$ cat src/hw/rtl/hss_pkg.sv
`timescale 1ns / 1ps
// Shared types and constants for the Hermite segment sampler.
package hss_pkg;

   localparam int COORD_BITS    = 16;
   localparam int STEPS_DEFAULT = 25;
   localparam int FRAC_BITS     = 16;
   localparam int WEIGHT_BITS   = FRAC_BITS + 2;
   localparam int PROD_BITS     = COORD_BITS + WEIGHT_BITS;
   localparam int SUM_BITS      = PROD_BITS + 3;
   localparam int QUEUE_DEPTH   = 2;

   typedef struct packed {
      logic                         curve_start;
      logic signed [COORD_BITS-1:0] point_x;
      logic signed [COORD_BITS-1:0] point_y;
      logic signed [COORD_BITS-1:0] tangent_x;
      logic signed [COORD_BITS-1:0] tangent_y;
   } hss_req_type;

   typedef struct packed {
      logic signed [COORD_BITS-1:0] from_x;
      logic signed [COORD_BITS-1:0] from_y;
      logic signed [COORD_BITS-1:0] to_x;
      logic signed [COORD_BITS-1:0] to_y;
      logic                         last_of_run;
   } hss_rsp_type;

   // queued point, already classified as curve start or segment end
   typedef struct packed {
      logic                         start;
      logic signed [COORD_BITS-1:0] point_x;
      logic signed [COORD_BITS-1:0] point_y;
      logic signed [COORD_BITS-1:0] tangent_x;
      logic signed [COORD_BITS-1:0] tangent_y;
   } hss_entry_type;

   // Q2.16 basis weights h1..h4 for one t
   typedef struct packed {
      logic signed [WEIGHT_BITS-1:0] w1;
      logic signed [WEIGHT_BITS-1:0] w2;
      logic signed [WEIGHT_BITS-1:0] w3;
      logic signed [WEIGHT_BITS-1:0] w4;
   } hss_weight_type;

endpackage

$ cat src/hw/rtl/hss_front.sv
`timescale 1ns / 1ps
// Front end: takes points, classifies them and queues them for the back end.
module hss_front import hss_pkg::*; (
   input  logic          clock,
   input  logic          reset,
   input  logic          req_valid,
   output logic          req_ready,
   input  hss_req_type   req_data,
   output logic          entry_valid,
   output hss_entry_type entry,
   input  logic          entry_pop
);

   localparam int PTR_BITS = (QUEUE_DEPTH > 1) ? $clog2(QUEUE_DEPTH) : 1;
   localparam int CNT_BITS = $clog2(QUEUE_DEPTH + 1);
   localparam logic [PTR_BITS-1:0] PTR_LAST = PTR_BITS'(QUEUE_DEPTH - 1);
   localparam logic [CNT_BITS-1:0] CNT_FULL = CNT_BITS'(QUEUE_DEPTH);

   hss_entry_type       q_ff [QUEUE_DEPTH];
   hss_entry_type       push_entry;
   logic [PTR_BITS-1:0] wr_ptr_ff, wr_ptr_in;
   logic [PTR_BITS-1:0] rd_ptr_ff, rd_ptr_in;
   logic [CNT_BITS-1:0] count_ff, count_in;
   logic                have_point_ff, have_point_in;
   logic                push, pop;

   assign req_ready   = (count_ff != CNT_FULL);
   assign push        = req_valid && req_ready;
   assign entry_valid = (count_ff != '0);
   assign pop         = entry_pop && entry_valid;
   assign entry       = q_ff[rd_ptr_ff];

   // a continuation with no stored point behaves as a curve start
   always_comb begin
      push_entry.start     = req_data.curve_start || !have_point_ff;
      push_entry.point_x   = req_data.point_x;
      push_entry.point_y   = req_data.point_y;
      push_entry.tangent_x = req_data.tangent_x;
      push_entry.tangent_y = req_data.tangent_y;
   end

   always_comb begin
      wr_ptr_in     = wr_ptr_ff;
      rd_ptr_in     = rd_ptr_ff;
      count_in      = count_ff;
      have_point_in = have_point_ff || push;
      if (push) begin
         wr_ptr_in = (wr_ptr_ff == PTR_LAST) ? '0 : wr_ptr_ff + 1'b1;
      end
      if (pop) begin
         rd_ptr_in = (rd_ptr_ff == PTR_LAST) ? '0 : rd_ptr_ff + 1'b1;
      end
      if (push && !pop) begin
         count_in = count_ff + 1'b1;
      end else if (pop && !push) begin
         count_in = count_ff - 1'b1;
      end
   end

   always_ff @(posedge clock) begin
      if (reset) begin
         wr_ptr_ff     <= '0;
         rd_ptr_ff     <= '0;
         count_ff      <= '0;
         have_point_ff <= 1'b0;
      end else begin
         wr_ptr_ff     <= wr_ptr_in;
         rd_ptr_ff     <= rd_ptr_in;
         count_ff      <= count_in;
         have_point_ff <= have_point_in;
      end
   end

   always_ff @(posedge clock) begin
      if (push) begin
         q_ff[wr_ptr_ff] <= push_entry;
      end
   end

   a_count_bound: assert property (@(posedge clock) disable iff (reset)
      count_ff <= CNT_FULL)
      else $error("queue count above depth");

   a_push_counts: assert property (@(posedge clock) disable iff (reset)
      (push && !pop) |=> (count_ff == $past(count_ff) + 1'b1))
      else $error("push without pop did not grow the queue");

   a_point_kept: assert property (@(posedge clock) disable iff (reset)
      push |=> have_point_ff)
      else $error("stored point flag not set after a word");

endmodule

$ cat config.mk
export PLATFORM = sky130hd
export DESIGN_NAME = hss_front
export DESIGN_NICKNAME = d
export VERILOG_FILES = /design/src/hw/rtl/hss_pkg.sv /design/src/hw/rtl/hss_front.sv
export SDC_FILE = /design/constraint.sdc
export NUM_CORES = 1
export LEC_CHECK = 0
export BUFFER_PORTS_ARGS = -buffer_cell sky130_fd_sc_hd__buf_2
export CORE_UTILIZATION = 56
export CTS_CLUSTER_DIAMETER = 80
export DETAILED_ROUTE_END_ITERATION = 10
export GPL_TIMING_DRIVEN = 0
export HOLD_SLACK_MARGIN = 0.12
export MAX_ROUTING_LAYER = met4
export PLACE_DENSITY = 0.83
export SLEW_MARGIN = 10
export SYNTH_ARGS = -nofsm -noshare
export SYNTH_HDL_FRONTEND = slang
export SYNTH_SLANG_ARGS = --single-unit
export TNS_END_PERCENT = 1
$ cat constraint.sdc
create_clock -name clock -period 6.4 [get_ports clock]
set_input_delay 1.6 -clock clock [delete_from_list [all_inputs] [get_ports clock]]
set_output_delay 1.6 -clock clock [all_outputs]
set_load 0.05 [all_outputs]
# [Word-level counts from Yosys, hierarchy flattened]
# Memory sizes are Yosys's and may differ from the RTL's. A register that Yosys moved wholly into a read port is not among the register bits.
# Index checks and enable logic that the tools add are counted.
[word_totals] ff_bits=5 ram_bits=130 inputBits=69 output_inout_bits=67 elab_cells=29 n_memories=1
[classes] n_addsub=4 n_eq_ne=1 mux=8 n_reduce_logical=11
[memory_table] name="q_ff" depth=2 word_bits=65 rd=1 rd_clocked_by_memory_dff=1 wr=1 line="hss_front.sv:19" text="hss_entry_type q_ff [QUEUE_DEPTH];"
[op_table] op="1-bit 2-to-1 mux" n=6
[op_table] op="1-bit logical AND" n=4
[op_table] op="2-bit 2-to-1 mux" n=2
[op_table] op="2-bit nonzero test" n=2
[op_table] op="1-bit zero test" n=3
[op_table] op="1-bit adder, second input constant" n=2
[op_table] op="2-bit by 1-bit adder with 2-bit output, second input constant" n=1
[op_table] op="1-bit logical OR" n=2
[op_table] op="2-bit != test, second input constant" n=1
[op_table] op="2-bit by 1-bit subtractor with 2-bit output, second input constant" n=1

# [Longest topological paths before layout]
# Gate-level depths: netlist of the first run.
[depth] word_depth=6 mapped_depth=6 mapped_depth_nobuf=6

# [Worst setup path after synthesis of the first run]
# Ideal clock, no wire load.
[synth_timing] kind="input port to flip-flop" start="input port req_valid" end="memory q_ff[1][0] in the netlist's numbering, enable pin" setup_ns=0.430 arrival_ns=3.177 required_time_ns=5.970 path_slack_ns=2.793 cell_stages=1 n_path_buf=0 path_cell_list="and3_1"
[synth_via] elab_chain_cells=3
[synth_rtl] element="start, declared" line="hss_front.sv:6" text="input logic req_valid,"
[synth_rtl] element="1-bit logical AND" line="hss_front.sv:28" text="assign push = req_valid && req_ready;"
[synth_rtl] element="1-bit 2-to-1 mux" line="hss_front.sv:75" text="if (push) begin"
[synth_rtl] element="1-bit 2-to-1 mux (not written as such)" line="hss_front.sv:76" text="q_ff[wr_ptr_ff] <= push_entry;"
[synth_rtl] element="end, declared" line="hss_front.sv:19"
# Every way passes these cells.

==> results of run 1 <==
-- per-layer routing --
layer  wire length [microns]  part of all wire  up-vias  GRT usage
met5                       0                 0        -          -
met4                      98             0.011        0     0.0908
met3                     714             0.082       12     0.0711
met2                    4520              0.52      106      0.329
met1                    3330              0.38     1278      0.220
li1                        -                 -     1223          -
-- registers in the layout, summed over array words and instances (netlist names), named ones only --
register	cells
count_ff	2
have_point_ff	1
q_ff	130
rd_ptr_ff	1
wr_ptr_ff	1
-- cell usage after synthesis --
master,n
edfxtp_1,130
mux2_2,65
dfxtp_1,6
buf_6,5
nor2_1,4
a21oi_1,3
xor2_1,3
nand2b_1,2
o21ai_0,2
a21bo_2,1
and2_1,1
and3_1,1
buf_2,1
buf_4,1
ha_1,1
inv_1,1
nand3b_1,1
or2_2,1
or3_1,1
-- metrics by stage --
stage	worst slack (ps)	area [sq um]	hold slack, ps	instances
floorplan	2790	4960	438	230
global placement	1910	5770	456	470
detailed placement	3460	5800	471	471
CTS	2990	6320	486	502
global route	2940	6320	516	502
finish	3030	6320	483	502
-- worst register-to-register path: stages, from the launching register on --
cell      delay, ps
dfxtp_1         410
nand2b_1        250
nand3b_1        180
inv_4           630
-- cells by family (layout without fill, tap and decap cells) --
| kind of cell | Yosys count | count (layout) | synth area share |
|---|---|---|---|
| flops | 136 | 136 | 0.811 |
| mux | 65 | 65 | 0.148 |
| simple gates | 11 | 11 | 0.0121 |
| buf+inv | 8 | 175 | 0.0146 |
| compound gates | 6 | 6 | 0.00706 |
| xor+xnor | 3 | 3 | 0.00530 |
| fa+ha+maj | 1 | 1 | 0.00252 |
-- worst max-delay path by stage --
stage / endpoint / slack, ps / cells after the start
global route: entry[7] / 2940 / 4
CTS: entry[38] / 2990 / 4
detailed placement: q_ff[0][2]$_DFFE_PP_ / 3460 / 3
global placement: q_ff[1][14]$_DFFE_PP_ / 1910 / 2
finish: entry[48] / 3030 / 4
floorplan: q_ff[1][0]$_DFFE_PP_ / 2790 / 1
-- cell usage in the layout (no fill, tap or decap), types with 4 or more instances in the layout --
cell type  count
buf_2        136
buf_6          5
clkbuf_16     16
clkinv_2       5
dfxtp_1        6
edfxtp_1     130
mux2_2        65
nor2_1         4
-- layout make-up --
cell class | count | area, sq um | share of cell area
repair buffers | 136 | 696 | 0.110
clock inverters | 14 | 111 | 0.0176
inverters | 1 | 6.26 | 0.000990
plain buffers | 7 | 68.8 | 0.0109
clock buffers | 17 | 414 | 0.0655
multi-input cells | 86 | 871 | 0.138
well taps | 105 | 131 | 0.0208
flip-flops and latches | 136 | 4020 | 0.636
-- where the power goes --
group,switching (uW),internal (uW),leakage (uW)
sequential,31.4,1110,0.00126
combinational,719,287,0.000878
clock,343,506,0.000254
==> impl_results.md, run 1 <==
- CTS tree: yes
- Synth unique cells: 19
- Critical Path RT: 4800 ps
- Worst reg-to-reg path cell count: 3
- Synth warnings: 0
- Rows: 33
- Initial antenna violation count: 0
- I/O Buffers: 135
- Cell Pwr Density: 475 nW/um^2
- Fillers: 519
- Crit share post-route: 0.527
- Top-area cell type share of the netlist area: 0.787
- Max cap viols: 0
- First-pass GRT wire length: 12.5 mm
- CP cell instances: buf_4 > buf_6 > mux2_2 > buf_2
- Starting Density: 0.592
- Num Clock Sinks: 136
- Synth area leader: edfxtp_1
- Post-Syn Area per Cell: 21.6 sq um
- Largest net degree at the start of global routing: 66
- Worst r2r src: count_ff[0]$_SDFFE_PP0P_
- Die area: 9240 sq um
- Diodes inserted: 0
- Total track usage: 0.201
- Fin. Hold Viols: 0
- Io pins: 136
- Min Tclk post-route: 3370 ps
- Util after Layout: 0.754
- Synthesized instance count: 230
- Root Driver: clkbuf_8
- Crit-path max FO: 10
- Status: finished clean
- Fin nets: 455
- Seq cells post-synth: 136
- Total Wirelength: 8.66 mm
- CP bufs+invs: 3
- Core area: 8380 sq um
- Worst r2r dst: q_ff[0][12]$_DFFE_PP_
- Critical Path Slowest Stage Cell: mux2_2
- DRT Pass-1 Iters: 4
- Worst hold path startpoint: have_point_ff$_SDFF_PP0_
- Vias in the first global route: 2653
- Ratio of cells with drive above 1 in the final layout: 0.607
- Vias/cell: 5.22
- Post-synth design cell area: 4960 sq um
- Peak VDD IR: 0.358 mV
- Hold WC Path Type: register to register
- Fmax: 0.297 GHz
- DP HPWL: 5.61 mm
- CP startpoint kind: register
- Clock slew at reported path FFs: 60 ps
- R2R Setup Slk: 4500 ps
- Final worst clock skew: 6.72 ps
- Gpl congestion: 0.673
- Synth area leaders: edfxtp_1, mux2_2, dfxtp_1, buf_6, xor2_1
- Crit-path max cell delay: 350 ps
- Syn nets: 300
- Depth of the CTS H-tree: 4
- Post-route DRC: 0
- Vias: 2619
- Number of CTS-inserted buffers: 17
- Final ANT Viol Nets: 0
- Hold path cells: 2
- Total gr overflow: 0
- Hold endpoint: have_point_ff$_SDFF_PP0_
- # hold bufs at CTS: 0
- Final setup TNS: 0 ps
- Routed len/inst: 17.2 microns
- Relative slew margins: 0.444
- Worst-margin pin slew: 834 ps
- Post-synthesis sequential area ratio: 0.811
- Post-CTS setup buffer count: 0
- Detailed Route Iter0 Violations: 99
- CP delay by family, top: buffers and inverters
- Unrepaired setup endpoints after global routing: false
- Clk_lat worst skew: 500 ps
- Final number of setup-violating endpoints: 0
- Final Max Slew Viols: 0
- Final Total Pwr: 3000 uW
- Layout area overhead: 27.4%
- CP Data Arrival Time: 1770 ps
- Setup crit end kind: output pin
- Max Root-Sink Buffers: 2
- Die Ht: 96.1 microns
- Leak Pwr: 0.00239 uW
- CTS resizes: 0
- Die extent in x: 96.1 microns
- Setup CP Type: register to output pin
(Power assumes the default switching activity.)
==> inputs of run 2 (changes only) <==
Settings changed: CORE_UTILIZATION 56 to 47, PLACE_DENSITY 0.83 to 0.74.
Clock period 6.4 ns to 2.9 ns, I/O delays scaled along.
==> impl_results.md, run 2 (synthesis gave the netlist of run 1 again) <==
- Status: finished clean (unchanged)
- Total Wirelength: 8.25 mm (was 8.66 mm)
- Die Ht: 105 microns (was 96.1 microns)
- CP Data Arrival Time: 1780 ps (was 1770 ps)
- Root Driver: clkbuf_8 (unchanged)
- Seq pwr share: 0.374 (was 0.381)
- Worst reg-to-reg path cell count: 4 (was 3)
- Final ANT Viol Nets: 0 (unchanged)
- I/O Buffers: 135 (unchanged)
- Detailed Route Iter0 Violations: 100 (was 99)
- CTS tree: yes (unchanged)
- DRT Pass-1 Iters: 4 (unchanged)
- Max reg flops: 130 (unchanged)
- Critical Path Slowest Stage Cell: mux2_2 (unchanged)
- Depth of the CTS H-tree: 4 (unchanged)
- Diodes inserted: 0 (unchanged)
- Layout area overhead: 29.1% (was 27.4%)
- Core area: 10300 sq um (was 8380 sq um)
- First-pass GRT wire length: 12.6 mm (was 12.5 mm)
- CP cell instances: buf_4 > buf_6 > mux2_2 > buf_2 (unchanged)
- Hold path cells: 1 (was 2)
- Fin. Hold Viols: 0 (unchanged)
- CP startpoint kind: register (unchanged)
- Min Tclk post-route: 2510 ps
- Int Power: 4380 uW (was 1910 uW)
- Total track usage: 0.160 (was 0.201)
- Total gr overflow: 0 (unchanged)
- Unrepaired setup endpoints after global routing: false (unchanged)
- Crit-path max cell delay: 350 ps (about the same)
- Final worst clock skew: 4.54 ps (was 6.72 ps)
- DP HPWL: 5.42 mm (was 5.61 mm)
- Switching Share: 0.350 (was 0.365)
- Most frequent cells in the layout: buf_2, edfxtp_1, mux2_2, clkbuf_16 (was buf_2, edfxtp_1, mux2_2, clkbuf_16, dfxtp_1)
- Levels on crit path: 4 (unchanged)
- Peak VDD IR: 0.663 mV (was 0.358 mV)
- Top flop regs: q_ff (130), count_ff (2) (unchanged)
- Crit-path max FO: 10 (unchanged)
- Initial antenna violation count: 0 (unchanged)
- NetSw: 2360 uW (was 1090 uW)
- Ratio of cells with drive above 1 in the final layout: 0.605 (was 0.607)
- Routed len/inst: 15.5 microns (was 17.2 microns)
- Final Total Pwr: 6740 uW (was 3000 uW)
- CP bufs+invs: 3 (unchanged)
- Clock share of power: 0.296 (was 0.283)
- Post-route DRC: 0 (unchanged)
- Final number of setup-violating endpoints: 0 (unchanged)
- Gpl congestion: 0.740 (was 0.673)
- Vias in the first global route: 2642 (was 2653)
- Hold WC Path Type: input pin to register (was register to register)
- Commonest non-fill, non-tap cell in the layout: buf_2 (unchanged)
- Starting Density: 0.483 (was 0.592)
- CTS resizes: 0 (unchanged)
- Gate power share: 0.330 (was 0.335)
- Leak Pwr: 0.00242 uW (was 0.00239 uW)
- Biggest register: q_ff (unchanged)
- Post-CTS setup buffer count: 0 (unchanged)
- Clock slew at reported path FFs: 60 ps (about the same)
- Num Clock Sinks: 136 (unchanged)
- Crit share post-route: 0.865
- Cell Pwr Density: 1050 nW/um^2 (was 475 nW/um^2)
- Max cap viols: 0 (unchanged)
- CP delay by family, top: buffers and inverters (unchanged)
- Fmax: 0.399 GHz
- Critical Path RT: 2170 ps (was 4800 ps)
- Max Root-Sink Buffers: 2 (unchanged)
- Final Max Slew Viols: 0 (unchanged)
- Die area: 11000 sq um (was 9240 sq um)
- Vias: 2577 (was 2619)
- Io pins: 136 (unchanged)
- Relative slew margins: 0.707 (was 0.444)
- Worst-margin pin slew: 439 ps (was 834 ps)
- Clk_lat worst skew: 500 ps (about the same)
- Fin nets: 456 (was 455)
- Largest net degree at the start of global routing: 38 (was 66)
- Min Hold Slack: 408 ps (was 483 ps)
- Setup crit end kind: output pin (unchanged)
- # hold bufs at CTS: 0 (unchanged)
- Rows: 37 (was 33)
- Die extent in x: 105 microns (was 96.1 microns)
- Vias/cell: 4.83 (was 5.22)
- Number of CTS-inserted buffers: 17 (unchanged)
- Setup CP Type: register to output pin (unchanged)
## run 2: changes by cell type in the layout (fill, tap and decap cells not counted), sizes merged
cell and change:
buf +1, clkinvlp -2, bufinv +2, clkinv -2, clkbuf +1
## run 2: final timing paths
| check | start | end | slack, ps |
|---|---|---|---|
| worst min-delay path | req_data[7] | q_ff[0][7]$_DFFE_PP_ | 410 |
| worst max register to register | count_ff[0]$_SDFFE_PP0P_ | q_ff[0][4]$_DFFE_PP_ | 1060 |
| worst max-delay path | register | entry[42] | 390 |
| worst min register to register | have_point_ff$_SDFF_PP0_ | have_point_ff$_SDFF_PP0_ | 470 |
## run 2: worst register-to-register path, cell delays in order (launching register included)
cell and delay (ps):
dfxtp_1 410, nand2b_1 240, nand3b_1 200, inv_4 360, buf_12 290
## run 2: power groups by stage
stage	registers, uW	clock network [uW]	logic (uW)
finish	2520	1990	2220
global route	2540	2120	2330
CTS	2520	2030	2250
detailed placement	2560	0	2250
global placement	2560	0	2200
floorplan	2550	0	1770
## run 2: through the flow
step / instances / util / worst slack, ps / area [sq um] / TNS [ps]
final: 533 / 0.624 / 393 / 6410 / 0
after detailed placement: 503 / 0.570 / 873 / 5860 / 0
after floorplan: 230 / - / 130 / 4960 / 0
after global placement: 501 / 0.565 / -439 / 5810 / -28260
after CTS: 533 / 0.624 / 344 / 6410 / 0
after global routing: 533 / 0.624 / 279 / 6410 / 0
## run 2: metal layers
metal / GRT usage / vias up / part of all wire / wire length (microns)
met5: - / - / 0 / 0
met2: 0.260 / 95 / 0.51 / 4220
li1: - / 1218 / - / -
met4: 0.0714 / 0 / 0.0082 / 68
met1: 0.182 / 1257 / 0.42 / 3470
met3: 0.0518 / 7 / 0.060 / 495
## run 2: area by class of cell
type,count,area [sq um]
plain buffers,7,68.8
inverters,1,6.26
fillers,773,3870
clock buffers,18,418
multi-input cells,86,871
well taps,136,170
repair buffers,137,716
clock inverters,12,135
flip-flops and latches,136,4020
